`src/rtl/svalloc_pkg.sv`:
```
// Shared types and constants of the sound voice allocator.
// Voice table entry layout, fill step result, item kinds and stream bit positions.
// No dependencies.
`default_nettype none

package svalloc_pkg;

    // Item kinds carried on s_tuser
    typedef enum logic [1:0] {
        KIND_PLAY = 2'd0,
        KIND_FILL = 2'd1,
        KIND_STOP = 2'd2
    } kind_t;

    // Gain value meaning unity; larger register values clamp to it
    localparam logic [7:0] GAIN_UNITY = 8'd128;

    // Stream widths (whole bytes)
    localparam int S_TDATA_W = 120;
    localparam int M_TDATA_W = 72;

    // Input beat layout
    localparam int S_BASE_LO  = 0;
    localparam int S_LEN_LO   = 32;
    localparam int S_LOOPS_LO = 56;
    localparam int S_NOW_LO   = 65;
    localparam int S_FILL_LO  = 97;
    localparam int S_CHAN_LO  = 113;

    // Output beat layout
    localparam int M_CHAN_LO   = 0;
    localparam int M_ADDR_LO   = 4;
    localparam int M_BYTES_LO  = 36;
    localparam int M_GAIN_LO   = 52;
    localparam int M_ACTIVE_LO = 60;
    localparam int M_PAUSED_LO = 65;

    // One voice table entry
    typedef struct packed {
        logic [31:0]        position;
        logic [23:0]        remaining;
        logic [31:0]        start;
        logic [23:0]        length;
        logic [31:0]        started_at;
        logic signed [8:0]  loops;
    } voice_entry_t;

    // Outcome of advancing one voice by one buffer
    typedef struct packed {
        logic [15:0]  amt;
        logic         stop;
        voice_entry_t entry;
    } adv_t;

    // One buffered copy command
    typedef struct packed {
        logic [3:0]  chan;
        logic [31:0] address;
        logic [15:0] bytes;
    } copy_cmd_t;

endpackage

`default_nettype wire

```
`src/rtl/sound_voice_allocator_top.sv`:
```
// Sound voice allocator: voice table in RAM, oldest-first stealing, buffer fills.
// A stop or unused kind gives one status beat; a play takes the lowest idle channel or
// steals the one with the oldest start time (one RAM read per channel). A fill gives one
// copy beat per active channel, one beat per cycle while m_tready holds (a status beat with no
// active channel). A new item is taken the cycle after the previous item's last result loads.
// Reset clears the active flags, the playing count and sets the gain to 128; RAM is not cleared.
`default_nettype none

module sound_voice_allocator_top #(
    parameter int VOICES = 16
) (
    input  wire logic                              clk,
    input  wire logic                              rst_n,
    // input beats
    input  wire logic                              s_tvalid,
    output logic                                   s_tready,
    // sound_base, sound_length, loop_count, now_ms, fill_bytes, channel, zero pad
    input  wire logic [svalloc_pkg::S_TDATA_W-1:0] s_tdata,
    // kind
    input  wire logic [1:0]                        s_tuser,
    // result beats
    output logic                                   m_tvalid,
    input  wire logic                              m_tready,
    // out_channel, copy_address, copy_bytes, copy_gain, active_voices,
    // output_paused, zero pad
    output logic [svalloc_pkg::M_TDATA_W-1:0]      m_tdata,
    // copy_valid
    output logic                                   m_tuser,
    output logic                                   m_tlast,
    // effects_gain writes
    input  wire logic                              cfg_valid,
    output logic                                   cfg_ready,
    input  wire logic [7:0]                        cfg_data
);

    import svalloc_pkg::*;

    localparam int CW   = $clog2(VOICES);
    localparam int CNTW = $clog2(VOICES + 1);

    typedef enum logic [2:0] {
        ST_IDLE,
        ST_PLAY_WR,
        ST_SCAN,
        ST_FILL,
        ST_DRAIN,
        ST_EMIT
    } state_t;

    // control registers
    state_t              state_reg,  state_next;
    logic [7:0]          gain_reg,   gain_next;
    logic [VOICES-1:0]   active_reg, active_next;
    logic [CNTW-1:0]     count_reg,  count_next;
    logic                s1_v_reg,   s1_v_next;
    logic                rd_ok_reg,  rd_ok_next;
    logic                m_valid_reg, m_valid_next;

    // payload registers
    logic [31:0]         base_reg,   base_next;
    logic [23:0]         len_reg,    len_next;
    logic signed [8:0]   loops_reg,  loops_next;
    logic [31:0]         now_reg,    now_next;
    logic [15:0]         fill_reg,   fill_next;
    logic [CW-1:0]       sel_reg,    sel_next;
    logic [CW:0]         rp_reg,     rp_next;
    logic [CW-1:0]       s1_idx_reg, s1_idx_next;
    logic [CW-1:0]       best_reg,   best_next;
    logic [31:0]         best_t_reg, best_t_next;
    logic [CW:0]         nres_reg,   nres_next;
    logic [CW:0]         dp_reg,     dp_next;
    logic [3:0]          pend_ch_reg, pend_ch_next;
    logic [3:0]          m_ch_reg,   m_ch_next;
    logic                m_copy_reg, m_copy_next;
    logic [31:0]         m_addr_reg, m_addr_next;
    logic [15:0]         m_bytes_reg, m_bytes_next;
    logic [7:0]          m_gain_reg, m_gain_next;
    logic [4:0]          m_active_reg, m_active_next;
    logic                m_paused_reg, m_paused_next;
    logic                m_last_reg, m_last_next;

    // voice table RAM
    logic                vram_we, vram_re;
    logic [CW-1:0]       vram_waddr, vram_raddr;
    voice_entry_t        vram_wdata, vram_rdata;

    // copy command buffer RAM
    logic                rram_we, rram_re;
    logic [CW-1:0]       rram_waddr, rram_raddr;
    copy_cmd_t           rram_wdata, rram_rdata;

    adv_t                adv;

    // misc derived values
    kind_t               s_kind;
    logic [3:0]          s_chan;
    logic [CW+3:0]       s_chan_wide;
    logic [CW-1:0]       s_chan_idx;
    logic                s_chan_ok;
    logic [CW+3:0]       s1_wide;
    logic [CW+3:0]       sel_wide;
    logic [CNTW+4:0]     cnt_wide;
    logic [CW-1:0]       free_idx;
    logic                free_any;
    logic                rd_more;
    logic                walk_done;
    logic [CW:0]         dp_plus;
    logic [7:0]          gain_clamped;
    logic                out_free;

    svalloc_ram #(
        .WIDTH ($bits(voice_entry_t)),
        .DEPTH (VOICES)
    ) u_voice_ram (
        .clk   (clk),
        .we    (vram_we),
        .waddr (vram_waddr),
        .wdata (vram_wdata),
        .re    (vram_re),
        .raddr (vram_raddr),
        .rdata (vram_rdata)
    );

    svalloc_ram #(
        .WIDTH ($bits(copy_cmd_t)),
        .DEPTH (VOICES)
    ) u_copy_ram (
        .clk   (clk),
        .we    (rram_we),
        .waddr (rram_waddr),
        .wdata (rram_wdata),
        .re    (rram_re),
        .raddr (rram_raddr),
        .rdata (rram_rdata)
    );

    svalloc_advance u_advance (
        .entry      (vram_rdata),
        .fill_bytes (fill_reg),
        .adv        (adv)
    );

    // lowest idle channel
    always_comb
    begin
        free_idx = '0;
        free_any = 1'b0;
        for (int i = VOICES - 1; i >= 0; i--)
        begin
            if (!active_reg[i])
            begin
                free_idx = CW'(i);
                free_any = 1'b1;
            end
        end
    end

    // width adaptation of channel numbers and count
    always_comb
    begin
        s_kind       = kind_t'(s_tuser);
        s_chan       = s_tdata[S_CHAN_LO +: 4];
        s_chan_wide  = {{CW{1'b0}}, s_chan};
        s_chan_idx   = s_chan_wide[CW-1:0];
        s_chan_ok    = (s_chan_wide < (CW+4)'(VOICES));
        s1_wide      = {4'd0, s1_idx_reg};
        sel_wide     = {4'd0, sel_reg};
        cnt_wide     = {5'd0, count_reg};
        rd_more      = (rp_reg != (CW+1)'(VOICES));
        walk_done    = !rd_more && !s1_v_reg;
        dp_plus      = dp_reg + (CW+1)'(1);
        gain_clamped = (gain_reg > GAIN_UNITY) ? GAIN_UNITY : gain_reg;
        out_free     = !m_valid_reg || m_tready;
    end

    // next-state logic
    always_comb
    begin
        state_next    = state_reg;
        gain_next     = gain_reg;
        active_next   = active_reg;
        count_next    = count_reg;
        s1_v_next     = s1_v_reg;
        rd_ok_next    = rd_ok_reg;
        m_valid_next  = m_valid_reg;
        base_next     = base_reg;
        len_next      = len_reg;
        loops_next    = loops_reg;
        now_next      = now_reg;
        fill_next     = fill_reg;
        sel_next      = sel_reg;
        rp_next       = rp_reg;
        s1_idx_next   = s1_idx_reg;
        best_next     = best_reg;
        best_t_next   = best_t_reg;
        nres_next     = nres_reg;
        dp_next       = dp_reg;
        pend_ch_next  = pend_ch_reg;
        m_ch_next     = m_ch_reg;
        m_copy_next   = m_copy_reg;
        m_addr_next   = m_addr_reg;
        m_bytes_next  = m_bytes_reg;
        m_gain_next   = m_gain_reg;
        m_active_next = m_active_reg;
        m_paused_next = m_paused_reg;
        m_last_next   = m_last_reg;

        vram_we    = 1'b0;
        vram_waddr = s1_idx_reg;
        vram_wdata = adv.entry;
        vram_re    = 1'b0;
        vram_raddr = rp_reg[CW-1:0];
        rram_we    = 1'b0;
        rram_waddr = nres_reg[CW-1:0];
        rram_wdata = '{chan: s1_wide[3:0], address: vram_rdata.position, bytes: adv.amt};
        rram_re    = 1'b0;
        rram_raddr = dp_reg[CW-1:0];

        // config writes land at any time
        if (cfg_valid)
        begin
            gain_next = cfg_data;
        end

        // output beat taken
        if (m_valid_reg && m_tready)
        begin
            m_valid_next = 1'b0;
        end

        // table walk read side, shared by scan and fill
        if (state_reg == ST_SCAN || state_reg == ST_FILL)
        begin
            if (rd_more)
            begin
                vram_re     = 1'b1;
                rp_next     = rp_reg + (CW+1)'(1);
                s1_v_next   = 1'b1;
                s1_idx_next = rp_reg[CW-1:0];
            end
            else
            begin
                s1_v_next = 1'b0;
            end
        end

        unique case (state_reg)
            ST_IDLE:
            begin
                if (s_tvalid)
                begin
                    base_next  = s_tdata[S_BASE_LO +: 32];
                    len_next   = s_tdata[S_LEN_LO +: 24];
                    loops_next = s_tdata[S_LOOPS_LO +: 9];
                    now_next   = s_tdata[S_NOW_LO +: 32];
                    fill_next  = s_tdata[S_FILL_LO +: 16];
                    unique case (s_kind)
                        KIND_PLAY:
                        begin
                            if (free_any)
                            begin
                                sel_next   = free_idx;
                                state_next = ST_PLAY_WR;
                            end
                            else
                            begin
                                rp_next    = '0;
                                s1_v_next  = 1'b0;
                                state_next = ST_SCAN;
                            end
                        end
                        KIND_FILL:
                        begin
                            rp_next    = '0;
                            s1_v_next  = 1'b0;
                            nres_next  = '0;
                            state_next = ST_FILL;
                        end
                        KIND_STOP:
                        begin
                            if (s_chan_ok && active_reg[s_chan_idx])
                            begin
                                active_next[s_chan_idx] = 1'b0;
                                count_next = count_reg - CNTW'(1);
                            end
                            pend_ch_next = s_chan;
                            state_next   = ST_EMIT;
                        end
                        default:
                        begin
                            pend_ch_next = 4'd0;
                            state_next   = ST_EMIT;
                        end
                    endcase
                end
            end

            ST_PLAY_WR:
            begin
                vram_we    = 1'b1;
                vram_waddr = sel_reg;
                vram_wdata = '{position: base_reg, remaining: len_reg, start: base_reg,
                               length: len_reg, started_at: now_reg, loops: loops_reg};
                if (!active_reg[sel_reg])
                begin
                    count_next = count_reg + CNTW'(1);
                end
                active_next[sel_reg] = 1'b1;
                pend_ch_next = sel_wide[3:0];
                state_next   = ST_EMIT;
            end

            ST_SCAN:
            begin
                // oldest start time, first index wins ties
                if (s1_v_reg)
                begin
                    if (s1_idx_reg == '0 || vram_rdata.started_at < best_t_reg)
                    begin
                        best_next   = s1_idx_reg;
                        best_t_next = vram_rdata.started_at;
                    end
                end
                if (walk_done)
                begin
                    sel_next   = best_reg;
                    state_next = ST_PLAY_WR;
                end
            end

            ST_FILL:
            begin
                // advance each active voice and buffer its copy command
                if (s1_v_reg && active_reg[s1_idx_reg])
                begin
                    vram_we   = 1'b1;
                    rram_we   = 1'b1;
                    nres_next = nres_reg + (CW+1)'(1);
                    if (adv.stop)
                    begin
                        active_next[s1_idx_reg] = 1'b0;
                        count_next = count_reg - CNTW'(1);
                    end
                end
                if (walk_done)
                begin
                    if (nres_reg == '0)
                    begin
                        pend_ch_next = 4'd0;
                        state_next   = ST_EMIT;
                    end
                    else
                    begin
                        dp_next    = '0;
                        rd_ok_next = 1'b0;
                        state_next = ST_DRAIN;
                    end
                end
            end

            ST_DRAIN:
            begin
                // read ahead one command, hand it out when the output is free
                if (!rd_ok_reg)
                begin
                    rram_re    = 1'b1;
                    rd_ok_next = 1'b1;
                end
                else if (out_free)
                begin
                    m_valid_next  = 1'b1;
                    m_ch_next     = rram_rdata.chan;
                    m_copy_next   = 1'b1;
                    m_addr_next   = rram_rdata.address;
                    m_bytes_next  = rram_rdata.bytes;
                    m_gain_next   = gain_clamped;
                    m_active_next = cnt_wide[4:0];
                    m_paused_next = (count_reg == '0);
                    m_last_next   = (dp_plus == nres_reg);
                    dp_next       = dp_plus;
                    if (dp_plus == nres_reg)
                    begin
                        rd_ok_next = 1'b0;
                        state_next = ST_IDLE;
                    end
                    else
                    begin
                        rram_re    = 1'b1;
                        rram_raddr = dp_plus[CW-1:0];
                    end
                end
            end

            ST_EMIT:
            begin
                if (out_free)
                begin
                    m_valid_next  = 1'b1;
                    m_ch_next     = pend_ch_reg;
                    m_copy_next   = 1'b0;
                    m_addr_next   = 32'd0;
                    m_bytes_next  = 16'd0;
                    m_gain_next   = 8'd0;
                    m_active_next = cnt_wide[4:0];
                    m_paused_next = (count_reg == '0);
                    m_last_next   = 1'b1;
                    state_next    = ST_IDLE;
                end
            end

            default:
            begin
                state_next = ST_IDLE;
            end
        endcase
    end

    // control state
    always_ff @(posedge clk or negedge rst_n)
    begin
        if (!rst_n)
        begin
            state_reg   <= ST_IDLE;
            gain_reg    <= GAIN_UNITY;
            active_reg  <= '0;
            count_reg   <= '0;
            s1_v_reg    <= 1'b0;
            rd_ok_reg   <= 1'b0;
            m_valid_reg <= 1'b0;
        end
        else
        begin
            state_reg   <= state_next;
            gain_reg    <= gain_next;
            active_reg  <= active_next;
            count_reg   <= count_next;
            s1_v_reg    <= s1_v_next;
            rd_ok_reg   <= rd_ok_next;
            m_valid_reg <= m_valid_next;
        end
    end

    // payload registers
    always_ff @(posedge clk)
    begin
        base_reg     <= base_next;
        len_reg      <= len_next;
        loops_reg    <= loops_next;
        now_reg      <= now_next;
        fill_reg     <= fill_next;
        sel_reg      <= sel_next;
        rp_reg       <= rp_next;
        s1_idx_reg   <= s1_idx_next;
        best_reg     <= best_next;
        best_t_reg   <= best_t_next;
        nres_reg     <= nres_next;
        dp_reg       <= dp_next;
        pend_ch_reg  <= pend_ch_next;
        m_ch_reg     <= m_ch_next;
        m_copy_reg   <= m_copy_next;
        m_addr_reg   <= m_addr_next;
        m_bytes_reg  <= m_bytes_next;
        m_gain_reg   <= m_gain_next;
        m_active_reg <= m_active_next;
        m_paused_reg <= m_paused_next;
        m_last_reg   <= m_last_next;
    end

    // ports
    always_comb
    begin
        s_tready  = (state_reg == ST_IDLE);
        cfg_ready = 1'b1;
        m_tvalid  = m_valid_reg;
        m_tuser   = m_copy_reg;
        m_tlast   = m_last_reg;
        m_tdata   = '0;
        m_tdata[M_CHAN_LO +: 4]   = m_ch_reg;
        m_tdata[M_ADDR_LO +: 32]  = m_addr_reg;
        m_tdata[M_BYTES_LO +: 16] = m_bytes_reg;
        m_tdata[M_GAIN_LO +: 8]   = m_gain_reg;
        m_tdata[M_ACTIVE_LO +: 5] = m_active_reg;
        m_tdata[M_PAUSED_LO]      = m_paused_reg;
    end

endmodule

`default_nettype wire

```
`src/rtl/svalloc_ram.sv`:
```
// Generic single-write, single-read synchronous RAM with registered read data.
// Read data holds while no read is issued. No dependencies.
`default_nettype none

module svalloc_ram #(
    parameter int WIDTH = 8,
    parameter int DEPTH = 16
) (
    input  wire logic                     clk,
    input  wire logic                     we,
    input  wire logic [$clog2(DEPTH)-1:0] waddr,
    input  wire logic [WIDTH-1:0]         wdata,
    input  wire logic                     re,
    input  wire logic [$clog2(DEPTH)-1:0] raddr,
    output logic      [WIDTH-1:0]         rdata
);

    logic [WIDTH-1:0] mem [DEPTH];

    always_ff @(posedge clk)
    begin
        if (we)
        begin
            mem[waddr] <= wdata;
        end
        if (re)
        begin
            rdata <= mem[raddr];
        end
    end

endmodule

`default_nettype wire

```
`src/rtl/svalloc_advance.sv`:
```
// Advances one voice entry by one output buffer: copy size, new position,
// loop reload or stop. Depends on svalloc_pkg.
`default_nettype none

module svalloc_advance (
    input  wire svalloc_pkg::voice_entry_t entry,
    input  wire logic [15:0]               fill_bytes,
    output svalloc_pkg::adv_t              adv
);

    import svalloc_pkg::*;

    logic [15:0] amt;
    logic [31:0] pos_adv;
    logic [23:0] rem_adv;

    // copy size is min(remaining, fill)
    always_comb
    begin
        if (entry.remaining < {8'd0, fill_bytes})
        begin
            amt = entry.remaining[15:0];
        end
        else
        begin
            amt = fill_bytes;
        end
        pos_adv = entry.position + {16'd0, amt};
        rem_adv = entry.remaining - {8'd0, amt};
    end

    // end of sound: reload while loops remain (a negative count loops forever), else stop
    always_comb
    begin
        adv.amt             = amt;
        adv.stop            = 1'b0;
        adv.entry           = entry;
        adv.entry.position  = pos_adv;
        adv.entry.remaining = rem_adv;
        if (rem_adv == 24'd0)
        begin
            if (entry.loops != 9'sd0)
            begin
                adv.entry.position  = entry.start;
                adv.entry.remaining = entry.length;
                if (!entry.loops[8])
                begin
                    adv.entry.loops = entry.loops - 9'sd1;
                end
            end
            else
            begin
                adv.stop = 1'b1;
            end
        end
    end

endmodule

`default_nettype wire
```
`config.mk`:
```
export PLATFORM = sky130hd
export DESIGN_NAME = sound_voice_allocator_top
export DESIGN_NICKNAME = d
export VERILOG_FILES = /design/src/rtl/svalloc_pkg.sv /design/src/rtl/sound_voice_allocator_top.sv /design/src/rtl/svalloc_ram.sv /design/src/rtl/svalloc_advance.sv
export SDC_FILE = /design/constraint.sdc
export NUM_CORES = 2
export LEC_CHECK = 0
export BUFFER_PORTS_ARGS = -buffer_cell sky130_fd_sc_hd__buf_2
export CELL_PAD_IN_SITES_DETAIL_PLACEMENT = 1
export CELL_PAD_IN_SITES_GLOBAL_PLACEMENT = 1
export CORE_ASPECT_RATIO = 1.4
export CORE_MARGIN = 4
export CORE_UTILIZATION = 35
export CTS_BUF_LIST = sky130_fd_sc_hd__clkbuf_2 sky130_fd_sc_hd__clkbuf_4 sky130_fd_sc_hd__clkbuf_8
export CTS_CLUSTER_SIZE = 40
export DETAILED_ROUTE_END_ITERATION = 6
export PLACE_DENSITY_LB_ADDON = 0.1
export SKIP_LAST_GASP = 1
export SYNTH_ARGS = -nofsm -noshare
export SYNTH_HDL_FRONTEND = slang
export SYNTH_SLANG_ARGS = --single-unit
```
`constraint.sdc`:
```
create_clock -name clk -period 12.3 [get_ports clk]
set_input_delay 0.615 -clock clk [delete_from_list [all_inputs] [get_ports clk]]
set_output_delay 0.615 -clock clk [all_outputs]
set_load 0.03 [all_outputs]
```
==> summary.md <==
| Metric | Value |
|---|---|
| DRT antenna net count | 0 |
| Leak | 55.49 nW |
| CTS tree | yes |
| R2R Setup Slk | 3.94 ns |
| Area of the core | 430800 um2 |
| I/O Pins | 212 |
| Vias | 80860 |
| CP peak stage delay | 1.01 ns |
| Critical path class | reg -> reg |
| Clk root buf | clkbuf_8 |
| Clock Sinks | 3764 |
| Hold worst-path end | len_reg[20] |
| CP Data Required Time | 13.09 ns |
| Slowest library cell on the worst path | o211ai_1 |
| Initial DRC count | 5985 |
| GRT Overall Usage | 20.76% |
| R2R depth | 19 |
| Yosys warning total | 0 |
| Die H | 786.8 um |
| Maxcap violations | 0 |
| Crit-path max FO | 30 |
| Data arrival, critical path | 9.15 ns |
| Syn Area/Cell | 19.20 um2 |
| Final period utilization | 67.93% |
| Internal | 0.02581 W |
| GRT overflow | 0 |
| Routed len/inst | 31.42 um |
| Synth-to-layout area growth | 15.02% |
| Critical R2R Launch | u_voice_ram.rdata[115] |
| Die width | 564.3 um |
| Filler cell count | 41570 |
| Hold crit path type | in -> reg |
| Post-CTS setup repair buffer count | 0 |
| Worst reg2reg endpoint | u_voice_ram.mem[7][133] |
| Hold-fix buffers, CTS | 220 |
| Largest register FFs | 2448 |
| Post-cts resize count | 0 |
| Ys async rst share | 0.9299% |
| Port Buffer Count | 201 |
| Status | completed |
| Placer Congestion | 0.7796 |
| Largest regs | u_voice_ram.mem x2448, u_copy_ram.mem x832, u_voice_ram.rdata x153 |
| Crit end category | register |
| Final min period | 8.355 ns |
| Final Max Tran Viols | 0 |
| DIE AREA | 443900 um2 |
| Clk_skew | 0.09117 ns |
| Main flop type after synthesis | edfxtp_1 |
| Startpoint types | register |
| DRC Markers | 0 |
| H-Tree Level Count | 6 |
| Sequential area share after synthesis | 74.40% |
| DRT Pass-1 Iters | 5 |
| Yosys cell types | 83 |
| Largest reg by FF count | u_voice_ram.mem |
| Syn Std Cell Area | 151600 um2 |
| Clock-pin slew on the worst setup and hold paths | 0.06 ns |
| Final WL | 467.6 mm |
| Skew-Pair Late Insertion Delay | 1.25 ns |
| Share of layout cells above drive strength 1 | 25.69% |
| Max clock buf depth | 4 |
| Critical path cell sequence | or3_1 > or4_1 > nor4_1 > nand3_1 > a31oi_4 > buf_4 > mux2i_1 > ha_1 > nor2b_1 > o31ai_1 > a21oi_1 > o211a_1 > o31ai_2 > and3_1 > and3_2 > buf_4 > nand2_1 > buf_4 > o211ai_1 |
| Slew HR | 6.581% |
| Sw Share | 31.57% |
| Syn Inst Count | 7897 |
| Combinational cell fraction of total power | 26.0% |
| Pin count of the biggest net entering global routing | 137 |
| Vias in the first global route | 90300 |
| Seq pwr share | 45.2% |
| Setup TNS | 0 ns |
| Dpl hpwl | 250.4 mm |
| Post-DR vias/cell | 5.432 |
| Peak supply drop | 0.1654 mV |
| Fmax | 119.7 MHz |
| First-pass GRT wire length | 664.7 mm |
| HP Start | s_tdata[52] |
| Final Hold Vio Count | 0 |
| Initial antenna violation count | 27 |
| CTS buffer count | 612 |
| Row count | 285 |
| Pwr dens | 216.3 nW/um2 |
| Total power | 0.03771 W |
| Starting Density | 35.20% |
| Post-synth EDFFs | 3724 |
| Hold Path Depth | 2 |
| Nets | 8887 |
| RSZ-0062 raised after global routing | false |
| Register bit count reported by yosys | 3764 |
| Clock share of power | 28.8% |
| CP dominant cell by count | buf_4 |
| P_sw | 0.01191 W |
| Tightest Pin Transition | 1.401 ns |
| Setup violators final | 0 |
==> synth_stat cells, drive strengths merged, types with 23 or more instances <==
cell | instances | area (um2)
edfxtp | 3724 | 111800
mux4 | 830 | 18690
nand2 | 577 | 2168
mux2i | 379 | 3794
clkbuf | 358 | 1346
o21ai | 279 | 1396
nor2 | 251 | 942.2
a21oi | 222 | 1115
o211ai | 114 | 855.8
buf | 112 | 495.5
ha | 89 | 1114
mux2 | 78 | 878.3
inv | 76 | 285.3
and2 | 75 | 469.2
nand3 | 72 | 360.4
o221ai | 66 | 578.1
o22ai | 58 | 362.9
o32a | 43 | 430.4
xnor2 | 39 | 341.6
o2111ai | 37 | 324.1
dfrtp | 34 | 850.8
a211oi | 32 | 245.2
a31oi | 32 | 200.2
xor2 | 26 | 227.7
a21o | 25 | 187.7
nor3 | 23 | 115.1
or3 | 23 | 143.9
==> power by group through the flow <==
stage	Sequential, W	Combinational, W	Clock (W)
after detailed placement	0.0173	0.00996	0
after global placement	0.0173	0.00973	0
after CTS	0.0170	0.0100	0.0112
after global routing	0.0171	0.0106	0.0118
after floorplan	0.0173	0.00626	0
final	0.0170	0.00981	0.0109
==> area by class of cell <==
type	count	area, um2	area share (%)
inverters	76	300.3	0.1722
repair buffers	614	4945	2.836
clock inverters	231	1680	0.9636
clock buffers	852	10300	5.907
well taps	5740	7182	4.118
multi-input cells	3592	37120	21.28
flip-flops and latches	3764	112800	64.70
diodes	16	40.04	0.02296
==> logic make-up (layout without fill, tap and decap cells) <==
| family | Yosys count | after routing | synth area share (%) |
|---|---|---|---|
| other | 2 | 23 | 0.004953 |
| buffers and inverters | 546 | 1773 | 1.403 |
| AO/OA/AOI/OAI | 1003 | 1003 | 4.309 |
| adder cells (fa/ha/maj) | 92 | 92 | 0.7741 |
| AND/OR/NAND/NOR | 1137 | 1137 | 3.306 |
| XOR/XNOR | 66 | 66 | 0.3903 |
| flip-flops | 3764 | 3764 | 74.40 |
| multiplexers | 1287 | 1287 | 15.41 |
==> metrics by stage <==
step / hold WS [ns] / util [%] / worst slack [ns] / instances / instance area [um2]
2_1_floorplan: 0.3194 / - / 2.926 / 7902 / 151600
3_3_place_gp: 0.4754 / 37.17 / 4.049 / 13570 / 160100
3_5_place_dp: 0.4750 / 37.17 / 3.857 / 13570 / 160100
4_1_cts: 0.0006568 / 40.47 / 3.831 / 14870 / 174300
5_1_grt: 0.04054 / 40.48 / 3.492 / 14880 / 174400
6_report: 0.1545 / 40.48 / 3.945 / 14890 / 174400
==> metal layers <==
layer	GRT usage, %	wire [um]
met4	5.491	11960
met1	26.63	192900
met2	37.12	244000
met5	0	113
met3	2.487	18600
==> placed cells by master (no fill, tap or decap), types with 66 or more instances in the layout <==
master,instances
edfxtp_1,3724
mux4_2,830
clkbuf_8,624
nand2_1,572
mux2i_1,379
o21ai_0,276
nor2_1,230
clkbuf_4,228
dlygate4sd3_1,220
a21oi_1,219
buf_2,201
buf_4,170
clkinv_1,125
o211ai_1,114
ha_1,88
mux2_2,78
inv_1,73
nand3_1,72
o221ai_1,66
==> critical path: cells and delay by family (launching register included) <==
| kind | cells | cell delay (ns) |
|---|---|---|
| simple gates | 8 | 2.97 |
| fa+ha+maj | 1 | 0.27 |
| flops | 1 | 0.44 |
| buf+inv | 3 | 1.23 |
| mux | 1 | 0.34 |
| compound gates | 6 | 2.58 |
==> worst max-delay path by stage <==
| stage | end | start | slack, ns |
|---|---|---|---|
| global placement | u_voice_ram.mem[4][152] | u_voice_ram.rdata[98] | 4.05 |
| CTS | u_voice_ram.mem[14][140] | u_voice_ram.rdata[115] | 3.83 |
| finish | u_voice_ram.mem[7][133] | u_voice_ram.rdata[115] | 3.94 |
| detailed placement | u_voice_ram.mem[7][152] | u_voice_ram.rdata[115] | 3.86 |
| floorplan | s1_idx_reg[0] | rp_reg[0] | 2.93 |
| global route | u_voice_ram.mem[0][142] | u_voice_ram.rdata[115] | 3.49 |
Note: power is estimated with default switching activity, not from simulation.
